File: src/rtl/skf_pkg.sv
// ----------------------------------------------------------------------------
// skf_pkg
// Shared types and constants for the scancode key FIFO: operation codes,
// the result record and the set-1 scancode to ASCII translation table.
// ----------------------------------------------------------------------------
package skf_pkg;

    localparam logic [1:0] OP_SCAN = 2'd0;
    localparam logic [1:0] OP_PUSH = 2'd1;
    localparam logic [1:0] OP_READ = 2'd2;

    localparam logic [7:0] BREAK_MASK = 8'h80;
    localparam logic [7:0] FILL_MAX   = 8'hFF;

    typedef struct packed {
        logic       read_valid;
        logic [7:0] read_char;
        logic       key_stored;
        logic [7:0] echo_char;
        logic       dropped;
        logic [7:0] fill_level;
    } t_skf_res;

    localparam logic [7:0] SET1_TABLE [128] = '{
        1: 8'h1B,  2: 8'h31,  3: 8'h32,  4: 8'h33,  5: 8'h34,  6: 8'h35,
        7: 8'h36,  8: 8'h37,  9: 8'h38, 10: 8'h39, 11: 8'h30, 12: 8'h2D,
        13: 8'h3D, 14: 8'h08, 15: 8'h09, 16: 8'h71, 17: 8'h77, 18: 8'h65,
        19: 8'h72, 20: 8'h74, 21: 8'h79, 22: 8'h75, 23: 8'h69, 24: 8'h6F,
        25: 8'h70, 26: 8'h5B, 27: 8'h5D, 28: 8'h0A, 30: 8'h61, 31: 8'h73,
        32: 8'h64, 33: 8'h66, 34: 8'h67, 35: 8'h68, 36: 8'h6A, 37: 8'h6B,
        38: 8'h6C, 39: 8'h3B, 40: 8'h27, 41: 8'h60, 43: 8'h5C, 44: 8'h7A,
        45: 8'h78, 46: 8'h63, 47: 8'h76, 48: 8'h62, 49: 8'h6E, 50: 8'h6D,
        51: 8'h2C, 52: 8'h2E, 53: 8'h2F, 55: 8'h2A, 57: 8'h20,
        default: 8'h00
    };

endpackage

File: src/rtl/skf_if.sv
// ----------------------------------------------------------------------------
// skf_in_if / skf_out_if
// Valid/ready channels carrying operations into the key FIFO and results
// out of it.
// ----------------------------------------------------------------------------
interface skf_in_if;
    logic       valid;
    logic       ready;
    logic [1:0] op;
    logic [7:0] scancode;
    logic [7:0] key_char;

    modport source (output valid, output op, output scancode, output key_char, input ready);
    modport sink   (input valid, input op, input scancode, input key_char, output ready);
endinterface

interface skf_out_if;
    logic       valid;
    logic       ready;
    logic       read_valid;
    logic [7:0] read_char;
    logic       key_stored;
    logic [7:0] echo_char;
    logic       dropped;
    logic [7:0] fill_level;

    modport source (output valid, output read_valid, output read_char, output key_stored,
                    output echo_char, output dropped, output fill_level, input ready);
    modport sink   (input valid, input read_valid, input read_char, input key_stored,
                    input echo_char, input dropped, input fill_level, output ready);
endinterface

File: src/rtl/skf_ram.sv
// ----------------------------------------------------------------------------
// skf_ram
// Simple dual-port RAM with one write port and one registered read port.
// ----------------------------------------------------------------------------
module skf_ram #(
    parameter int WIDTH = 8,
    parameter int DEPTH = 256
) (
    input  logic                     i_clk,
    input  logic                     i_we,
    input  logic [$clog2(DEPTH)-1:0] i_waddr,
    input  logic [WIDTH-1:0]         i_wdata,
    input  logic                     i_re,
    input  logic [$clog2(DEPTH)-1:0] i_raddr,
    output logic [WIDTH-1:0]         o_rdata
);

    logic [WIDTH-1:0] r_mem [DEPTH];
    logic [WIDTH-1:0] r_rdata;

    always_ff @(posedge i_clk) begin
        if (i_we) begin
            r_mem[i_waddr] <= i_wdata;
        end
        if (i_re) begin
            r_rdata <= r_mem[i_raddr];
        end
    end

    assign o_rdata = r_rdata;

endmodule

File: src/rtl/scancode_key_fifo.sv
// ----------------------------------------------------------------------------
// scancode_key_fifo
// Keyboard character ring buffer with set-1 scancode translation, direct
// character pushes and non-blocking reads of the oldest character.
// ----------------------------------------------------------------------------
// Pipeline: each accepted transaction passes through r_s1, then r_out.
// Throughput: one transaction per cycle unless stalled; the pointers and
// count live in registers and the character store takes one write and one
// read per cycle. Reset: synchronous active-low reset empties the ring and
// the pipeline; the character store itself is not cleared.
module scancode_key_fifo #(
    parameter int RING_DEPTH = 256
) (
    input  logic      i_clk,
    input  logic      i_rst_n,
    skf_in_if.sink    i_key,
    skf_out_if.source o_res
);
    import skf_pkg::*;

    localparam int AW = $clog2(RING_DEPTH);
    localparam logic [AW-1:0] LAST = AW'(RING_DEPTH - 1);

    logic [AW-1:0] r_wptr, n_wptr;
    logic [AW-1:0] r_rptr, n_rptr;
    logic [AW-1:0] r_count, n_count;
    logic          r_s1_valid;
    t_skf_res      r_s1;
    logic          r_out_valid;
    t_skf_res      r_out;

    logic          w_accept;
    logic [7:0]    w_char;
    logic          w_full;
    logic          w_push;
    logic          w_drop;
    logic          w_pop;
    logic          w_s1_adv;
    logic [AW+7:0] w_count_ext;
    t_skf_res      w_s1_next;
    t_skf_res      w_out_next;
    logic [7:0]    w_rdata;

    assign w_s1_adv    = r_s1_valid && (!r_out_valid || o_res.ready);
    assign i_key.ready = !r_s1_valid || w_s1_adv;
    assign w_accept    = i_key.valid && i_key.ready;

    always_comb begin
        case (i_key.op)
            OP_SCAN: w_char = ((i_key.scancode & BREAK_MASK) != 8'h00) ? 8'h00
                              : SET1_TABLE[i_key.scancode[6:0]];
            OP_PUSH: w_char = i_key.key_char;
            default: w_char = 8'h00;
        endcase
    end

    assign w_full = (r_count == LAST);
    assign w_push = w_accept && (w_char != 8'h00) && !w_full;
    assign w_drop = w_accept && (w_char != 8'h00) && w_full;
    assign w_pop  = w_accept && (i_key.op == OP_READ) && (r_count != '0);

    always_comb begin
        n_wptr  = r_wptr;
        n_rptr  = r_rptr;
        n_count = r_count;
        if (w_push) begin
            n_wptr  = (r_wptr == LAST) ? '0 : r_wptr + AW'(1);
            n_count = r_count + AW'(1);
        end
        if (w_pop) begin
            n_rptr  = (r_rptr == LAST) ? '0 : r_rptr + AW'(1);
            n_count = r_count - AW'(1);
        end
    end

    assign w_count_ext = {8'h00, n_count};

    always_comb begin
        w_s1_next            = '0;
        w_s1_next.read_valid = w_pop;
        w_s1_next.key_stored = w_push;
        w_s1_next.echo_char  = w_push ? w_char : 8'h00;
        w_s1_next.dropped    = w_drop;
        w_s1_next.fill_level = (w_count_ext > (AW + 8)'(FILL_MAX)) ? FILL_MAX
                               : w_count_ext[7:0];
    end

    skf_ram #(
        .WIDTH (8),
        .DEPTH (RING_DEPTH)
    ) u_store (
        .i_clk   (i_clk),
        .i_we    (w_push),
        .i_waddr (r_wptr),
        .i_wdata (w_char),
        .i_re    (w_pop),
        .i_raddr (r_rptr),
        .o_rdata (w_rdata)
    );

    always_comb begin
        w_out_next           = r_s1;
        w_out_next.read_char = r_s1.read_valid ? w_rdata : 8'h00;
    end

    always_ff @(posedge i_clk) begin
        if (!i_rst_n) begin
            r_wptr      <= '0;
            r_rptr      <= '0;
            r_count     <= '0;
            r_s1_valid  <= 1'b0;
            r_out_valid <= 1'b0;
        end else begin
            r_wptr  <= n_wptr;
            r_rptr  <= n_rptr;
            r_count <= n_count;
            if (w_accept) begin
                r_s1_valid <= 1'b1;
            end else if (w_s1_adv) begin
                r_s1_valid <= 1'b0;
            end
            if (w_s1_adv) begin
                r_out_valid <= 1'b1;
            end else if (o_res.ready) begin
                r_out_valid <= 1'b0;
            end
        end
        if (w_accept) begin
            r_s1 <= w_s1_next;
        end
        if (w_s1_adv) begin
            r_out <= w_out_next;
        end
    end

    assign o_res.valid      = r_out_valid;
    assign o_res.read_valid = r_out.read_valid;
    assign o_res.read_char  = r_out.read_char;
    assign o_res.key_stored = r_out.key_stored;
    assign o_res.echo_char  = r_out.echo_char;
    assign o_res.dropped    = r_out.dropped;
    assign o_res.fill_level = r_out.fill_level;

    a_count_bound: assert property (@(posedge i_clk) disable iff (!i_rst_n)
        r_count <= LAST)
        else $error("Character count exceeds ring capacity.");

    a_empty_ptrs: assert property (@(posedge i_clk) disable iff (!i_rst_n)
        (r_count == '0) |-> (r_wptr == r_rptr))
        else $error("Empty ring with unequal pointers.");

    a_stall_blocks: assert property (@(posedge i_clk) disable iff (!i_rst_n)
        (r_s1_valid && r_out_valid && !o_res.ready) |-> !i_key.ready)
        else $error("Transaction accepted while the pipeline is stalled.");

    a_one_kind: assert property (@(posedge i_clk) disable iff (!i_rst_n)
        o_res.valid |-> !(o_res.read_valid && (o_res.key_stored || o_res.dropped)))
        else $error("Result mixes a read with a push outcome.");

    a_pop_data: assert property (@(posedge i_clk) disable iff (!i_rst_n)
        w_pop |=> r_s1_valid && r_s1.read_valid)
        else $error("Pop lost before the read data stage.");

endmodule

File: src/flat_wrapper.sv
// flat-port wrapper written by rule: the top's interface ports become plain ports
module scancode_key_fifo_flat import skf_pkg::*;
#(
    parameter int RING_DEPTH = 256
)
  (i_clk, i_rst_n, i_key_valid, i_key_op, i_key_scancode, i_key_key_char, i_key_ready, o_res_valid, o_res_read_valid, o_res_read_char, o_res_key_stored, o_res_echo_char, o_res_dropped, o_res_fill_level, o_res_ready);
  skf_in_if i_key_i ();
  skf_out_if o_res_i ();
  input  logic i_clk;
  input  logic i_rst_n;
  input wire logic [$bits(i_key_i.valid)-1:0] i_key_valid;
  input wire logic [$bits(i_key_i.op)-1:0] i_key_op;
  input wire logic [$bits(i_key_i.scancode)-1:0] i_key_scancode;
  input wire logic [$bits(i_key_i.key_char)-1:0] i_key_key_char;
  output wire logic [$bits(i_key_i.ready)-1:0] i_key_ready;
  output wire logic [$bits(o_res_i.valid)-1:0] o_res_valid;
  output wire logic [$bits(o_res_i.read_valid)-1:0] o_res_read_valid;
  output wire logic [$bits(o_res_i.read_char)-1:0] o_res_read_char;
  output wire logic [$bits(o_res_i.key_stored)-1:0] o_res_key_stored;
  output wire logic [$bits(o_res_i.echo_char)-1:0] o_res_echo_char;
  output wire logic [$bits(o_res_i.dropped)-1:0] o_res_dropped;
  output wire logic [$bits(o_res_i.fill_level)-1:0] o_res_fill_level;
  input wire logic [$bits(o_res_i.ready)-1:0] o_res_ready;
  assign i_key_i.valid = i_key_valid;
  assign i_key_i.op = i_key_op;
  assign i_key_i.scancode = i_key_scancode;
  assign i_key_i.key_char = i_key_key_char;
  assign i_key_ready = i_key_i.ready;
  assign o_res_valid = o_res_i.valid;
  assign o_res_read_valid = o_res_i.read_valid;
  assign o_res_read_char = o_res_i.read_char;
  assign o_res_key_stored = o_res_i.key_stored;
  assign o_res_echo_char = o_res_i.echo_char;
  assign o_res_dropped = o_res_i.dropped;
  assign o_res_fill_level = o_res_i.fill_level;
  assign o_res_i.ready = o_res_ready;
  scancode_key_fifo #(.RING_DEPTH(RING_DEPTH)) u_core (.i_clk(i_clk), .i_rst_n(i_rst_n), .i_key(i_key_i), .o_res(o_res_i));
endmodule
File: config.mk
export PLATFORM = sky130hd
export DESIGN_NAME = scancode_key_fifo_flat
export DESIGN_NICKNAME = d
export VERILOG_FILES = /design/src/rtl/skf_pkg.sv /design/src/rtl/skf_if.sv /design/src/rtl/skf_ram.sv /design/src/rtl/scancode_key_fifo.sv /design/src/flat_wrapper.sv
export SDC_FILE = /design/constraint.sdc
export NUM_CORES = 2
export LEC_CHECK = 0
export BUFFER_PORTS_ARGS = -buffer_cell sky130_fd_sc_hd__clkbuf_2
export CORE_MARGIN = 4
export CORE_UTILIZATION = 23
export CTS_CLUSTER_SIZE = 25
export DETAILED_ROUTE_END_ITERATION = 8
export GPL_ROUTABILITY_DRIVEN = 0
export SYNTH_ARGS = -nofsm -noshare
export SYNTH_HDL_FRONTEND = slang
export SYNTH_SLANG_ARGS = --single-unit
File: constraint.sdc
create_clock -name i_clk -period 17.7 [get_ports i_clk]
set_input_delay 0.885 -clock i_clk [delete_from_list [all_inputs] [get_ports i_clk]]
set_output_delay 0.885 -clock i_clk [all_outputs]
set_load 0.05 [all_outputs]
; ---- Word level (Yosys, flattened, before mapping)
; Memory sizes are Yosys's and may differ from the RTL's. A register that Yosys moved wholly into a read port is not among the register bits.
; Index checks and enable logic that the tools add are counted.
[totals]
register_bits = 72
latch_bits = 0
ramBits = 2048
rom_bits = 1024
output_inout_bits = 29
mem_count = 2
[memory_table]
columns = memory, depth, width, read_ports, rd_ports_with_merged_regs, wr, line
row1 = u_core.u_store.r_mem, 256, 8, 1, 1, 1, skf_ram.sv:18  ; logic [WIDTH-1:0] r_mem [DEPTH];
row2 = (name not given), 128, 8, 1, 0, 0, scancode_key_fifo.sv:51  ; : SET1_TABLE[i_key.scancode[6:0]];
[op_classes]
addsub = 4
n_mul = 0
div_mod_pow = 0
order_cmp = 2
eq_ne = 5
shifts = 0
muxes = 14
n_bitwise = 1
n_reduce_logical = 17
[op_table]
columns = op, n
row1 = $mux 8, 7
row2 = $add 8x1->8 const B, 3
row3 = $eq 8x8->1 const B, 3
row4 = $pmux 8 s2, 1
row5 = $reduce_bool 8->1, 2
row6 = $ge 8x8->1 const B, 1
row7 = $gt 8x8->1 const B, 1
row8 = $not 7->8, 1
row9 = $sub 8x1->8 const B, 1
row10 = $logic_and 1x1->1, 7
row11 = $mux 1, 6
row12 = $reduce_bool 2->1, 2
row13 = $logic_not 1->1, 3
row14 = $eq 2x1->1 const B, 1
row15 = $eq 2x2->1 const B, 1
row16 = $logic_not 2->1, 1
row17 = $logic_or 1x1->1, 2

; ---- Longest topological paths before layout
[logic_depth]
depth_word = 12
mapped_depth = 15

; ---- Cells and area by module
; A second synthesis with hierarchy kept.
[unflattened]
hier_cells = 4108
area_unflattened_um2 = 83682.8
[by_module_without_submodules]
columns = module, instances, cells_per_inst, area_per_inst_um2
row1 = skf_ram, 1, 3733, 79636.4
row2 = scancode_key_fifo, 1, 375, 4046.4

; ---- Worst setup path before layout
; OpenSTA, ideal clock, no wires.
[synth_path]
kind = input port to flip-flop
from = in i_key_scancode[1]
to = mem u_core.u_store.r_mem[0][5] (data pin)
arrival_ps = 12157
required_ps = 15506
path_slack_ps = 3349
stages = 7
path_buffers = 1
path_cell_list = clkbuf_1 > inv_1 > ha_1 > mux2_2 > a221oi_1 > a31oi_1 > o21ai_0
[synth_between]
elab_chain_cells = 6
[synth_lines]
columns = element, line
row1 = "start, declared", flat_wrapper.sv:13  ; input wire logic [$bits(i_key_i.scancode)-1:0] i_key_scancode;
row2 = $not 7->8 (not written as such), scancode_key_fifo.sv:51
row3 = $mem_v2 128x8, -
row4 = $mux 8 (not written as such) (2 in series), scancode_key_fifo.sv:51
row5 = $mux 8, scancode_key_fifo.sv:50  ; OP_SCAN: w_char = ((i_key.scancode & BREAK_MASK) != 8'h00) ? 8'h00
row6 = $pmux 8 s2, scancode_key_fifo.sv:49  ; case (i_key.op)
row7 = via u_core.u_store.i_wdata[5], skf_ram.sv:12  ; input logic [WIDTH-1:0] i_wdata,
row8 = "end, declared", skf_ram.sv:18
; The timed path passes the listed nets, and every way through them passes these cells. The select of a mux whose other input is x is not followed.

==> metrics.cfg <==
[yosys]
syn_inst=3708
synth_area_per_cell_sq_um=22.4
synth.area.mux_share=0.175
synth_top_area_frac=0.759
yosys.area_share.simple=0.0276
synth_xor_area_frac=0.00179
ys_seq_area_frac=0.765
synth_top_area_cell=edfxtp_1
ys_ff_latch=2128
synthTopCellsByArea=edfxtp_1 76%, mux4_2 17%, nor2_1 1.3%
synth_warnings=0
synthFlopType=edfxtp_1
synth.distinct_cells=69
synth_compound_area_frac=0.0137
synth_edf_count=2102
syn_nets=3750
async_flop_share=0
synth_top_family_by_area=multiplexers
synth_fa_ha_area_frac=0.00301
synth_area_sq_um=83200

[timing]
timing.hold.ws_ps=296
fmax_ghz=0.173
setup-tns-final_ps=0
slew_violations=0
tightest_slew_ps=1250
maxSlewHeadroom=0.165
min_period_over_period=0.326
clock_skew_ps=24.5
grt_setup_unrepaired=false
fin_crit_ps=5770
finalHoldViolations=0
setup_viol=0

[die]
core_area_sq_um=359000
io_pins=51
die_w_um=609
die_area_sq_um=371000
num_rows=220
die_y_um=609
initial_core_util=0.231

[setup_path]
critPathRequiredTime_ps=18250
path_cells=buf_12 > buf_4 > buf_4 > mux4_2 > mux4_2 > mux2_2 > a2111oi_0 > a311oi_1
cp-start-kind=register
r2r_slack_ps=11930
critPathTopFamily=buffers and inverters
worstSetupEndpointType=register
r2r_end=u_core.u_store.o_rdata[1]
worst-path-buf-inv=3
r2r_cells=8
cp_slowest_stage_delay_ps=900
worst_ep_arrival_time_ps=6320
worstSetupPathType=reg2reg
r2r_start=u_core.r_rptr[1]
path_max_fanout=133
cp_slowest_cell=dfxtp_4

[clock_network]
post_cts_buffers=0
cts_tree=yes
cts_buffers=208
clock-sinks=2128
clkLatencyLatePin_ps=840
cts.hold.buffers_added=0
cts_resized=0
root_buffer=clkbuf_16
cts_buffer_depth=3
h-tree-depth=4
clk_pin_slew_ps=60

[finish]
final_util=0.267
final_common_cell=edfxtp_1
fin_cells=8759
nNetsFinal=3849
mostFrequentLayoutCells=2,102 x edfxtp_1, 638 x mux4_2, 286 x nor2_1, 209 x clkbuf_16, 65 x nand2_1
syn_to_final_growth_pct=15.3
drive_gt1_frac=0.277

[status]
status=completed

[detailed_routing]
ant_nets=0
wl_per_cell_um=23.3
drc=0
drtIter0Drc=4983
routed_wl_um=204000
dr.pass1.iters=8
avgViaCountPerCell=4.48
vias=39200

[place]
io_buffers=50
numPlacedInstances=8370
dp_hpwl_um=118000

[grt]
grt-ovfl-total=0
grt_start_max_net_pins=134
gr-usage-all-layers=0.107
antenna_found_initial=12
grt_pass1_wl_um=296000
grt_pass1_vias=39000

[hold_path]
hold_end=u_core.r_s1_valid
whs_path_depth=3
min-delay-path-class=in2reg
hp-start=i_key_valid

[pwr]
powerDensity_nw_per_um2=108
p_leak_nw=25.1
power.total_mw=10.4
vdd_drop_max_mv=0.109

[run]
max_cap_violations=0

==> area by class of cell <==
class                   count  area, sq um
multi-input cells        1346        18500
repair buffers            105          751
diodes                      2         5.00
clock inverters           146         1510
clock buffers             241         5350
well taps                4773         5970
fillers                 35500       264000
inverters                  18         77.6
flip-flops and latches   2128        63700
==> synthesized netlist by cell type (4+ instances only) <==
| master | number |
|---|---|
| clkbuf_1 | 99 |
| nor2_1 | 288 |
| or3_1 | 5 |
| nand3_1 | 26 |
| buf_1 | 24 |
| ha_1 | 20 |
| a22o_1 | 8 |
| dfxtp_1 | 26 |
| and2_1 | 19 |
| a22oi_1 | 38 |
| buf_2 | 74 |
| and3_1 | 7 |
| buf_4 | 6 |
| xor2_1 | 10 |
| nor3b_1 | 4 |
| nand4_1 | 10 |
| o21ai_0 | 25 |
| nor2b_1 | 22 |
| nand2b_1 | 9 |
| xnor2_1 | 7 |
| mux2i_1 | 13 |
| a31oi_1 | 7 |
| buf_6 | 12 |
| nand3_4 | 10 |
| o22ai_1 | 7 |
| edfxtp_1 | 2102 |
| a221oi_1 | 8 |
| mux4_2 | 638 |
| a211oi_1 | 4 |
| mux2_2 | 7 |
| nor3_1 | 6 |
| a21oi_1 | 28 |
| inv_1 | 16 |
| nand2_1 | 69 |
==> layer usage <==
layer,vias up,global-route usage,share of wire
met2,1884,0.160,0.45
li1,15800,-,-
met5,-,0,0.000059
met4,2,0.0303,0.025
met1,21200,0.157,0.44
met3,286,0.0225,0.086
==> per-stage QoR <==
stage / instance area, sq um / setup slack, ps
after floorplan: 83200 / 3350
after global placement: 89000 / 11710
after detailed placement: 89000 / 11720
after CTS: 95800 / 11870
after global routing: 95800 / 11580
final: 95800 / 11930
==> worst max-delay path by stage <==
stage	from	to	slack, ps	depth (start not counted)
floorplan	i_key_scancode[1]	u_core.u_store.r_mem[0][5]	3350	7
global route	u_core.r_rptr[0]	u_core.u_store.o_rdata[4]	11580	9
finish	u_core.r_rptr[1]	u_core.u_store.o_rdata[1]	11930	8
detailed placement	i_key_scancode[1]	u_core.u_store.r_mem[129][4]	11720	13
CTS	u_core.r_rptr[0]	u_core.u_store.o_rdata[4]	11870	9
global placement	i_key_scancode[1]	u_core.u_store.r_mem[162][2]	11710	13
==> sequential cells by signal, summed over array words and instances (netlist names) <==
signal,flops
u_core.o_res.read_char,8
u_core.o_res.valid,1
u_core.o_res.fill_level,8
u_core.r_wptr,8
u_core.o_res.key_stored,1
u_core.o_res.echo_char,8
u_core.u_store.o_rdata,8
u_core.r_count,8
u_core.r_s1_valid,1
u_core.u_store.r_mem,2048
u_core.o_res.read_valid,1
u_core.o_res.dropped,1
u_core.r_s1,19
u_core.r_rptr,8
==> cell families (layout without fill, tap and decap cells) <==
| logic type | count (synthesis) | after routing |
|---|---|---|
| AO/OA/AOI/OAI | 158 | 158 |
| multiplexers | 659 | 659 |
| other | 0 | 2 |
| AND/OR/NAND/NOR | 492 | 492 |
| flip-flops | 2128 | 2128 |
| XOR/XNOR | 17 | 17 |
| adder cells (fa/ha/maj) | 20 | 20 |
| buffers and inverters | 234 | 510 |
==> worst min-delay path: cells and delay by family <==
family	cells	cell delay, ps
compound gates	1	40
buf+inv	1	90
simple gates	1	80
==> power breakdown <==
| part | internal [mW] | switching, mW |
|---|---|---|
| Sequential | 5.55 | 0.0126 |
| Combinational | 0.132 | 0.248 |
| Clock | 2.51 | 1.91 |
| Total | 8.20 | 2.17 |
(Power assumes the default switching activity.)
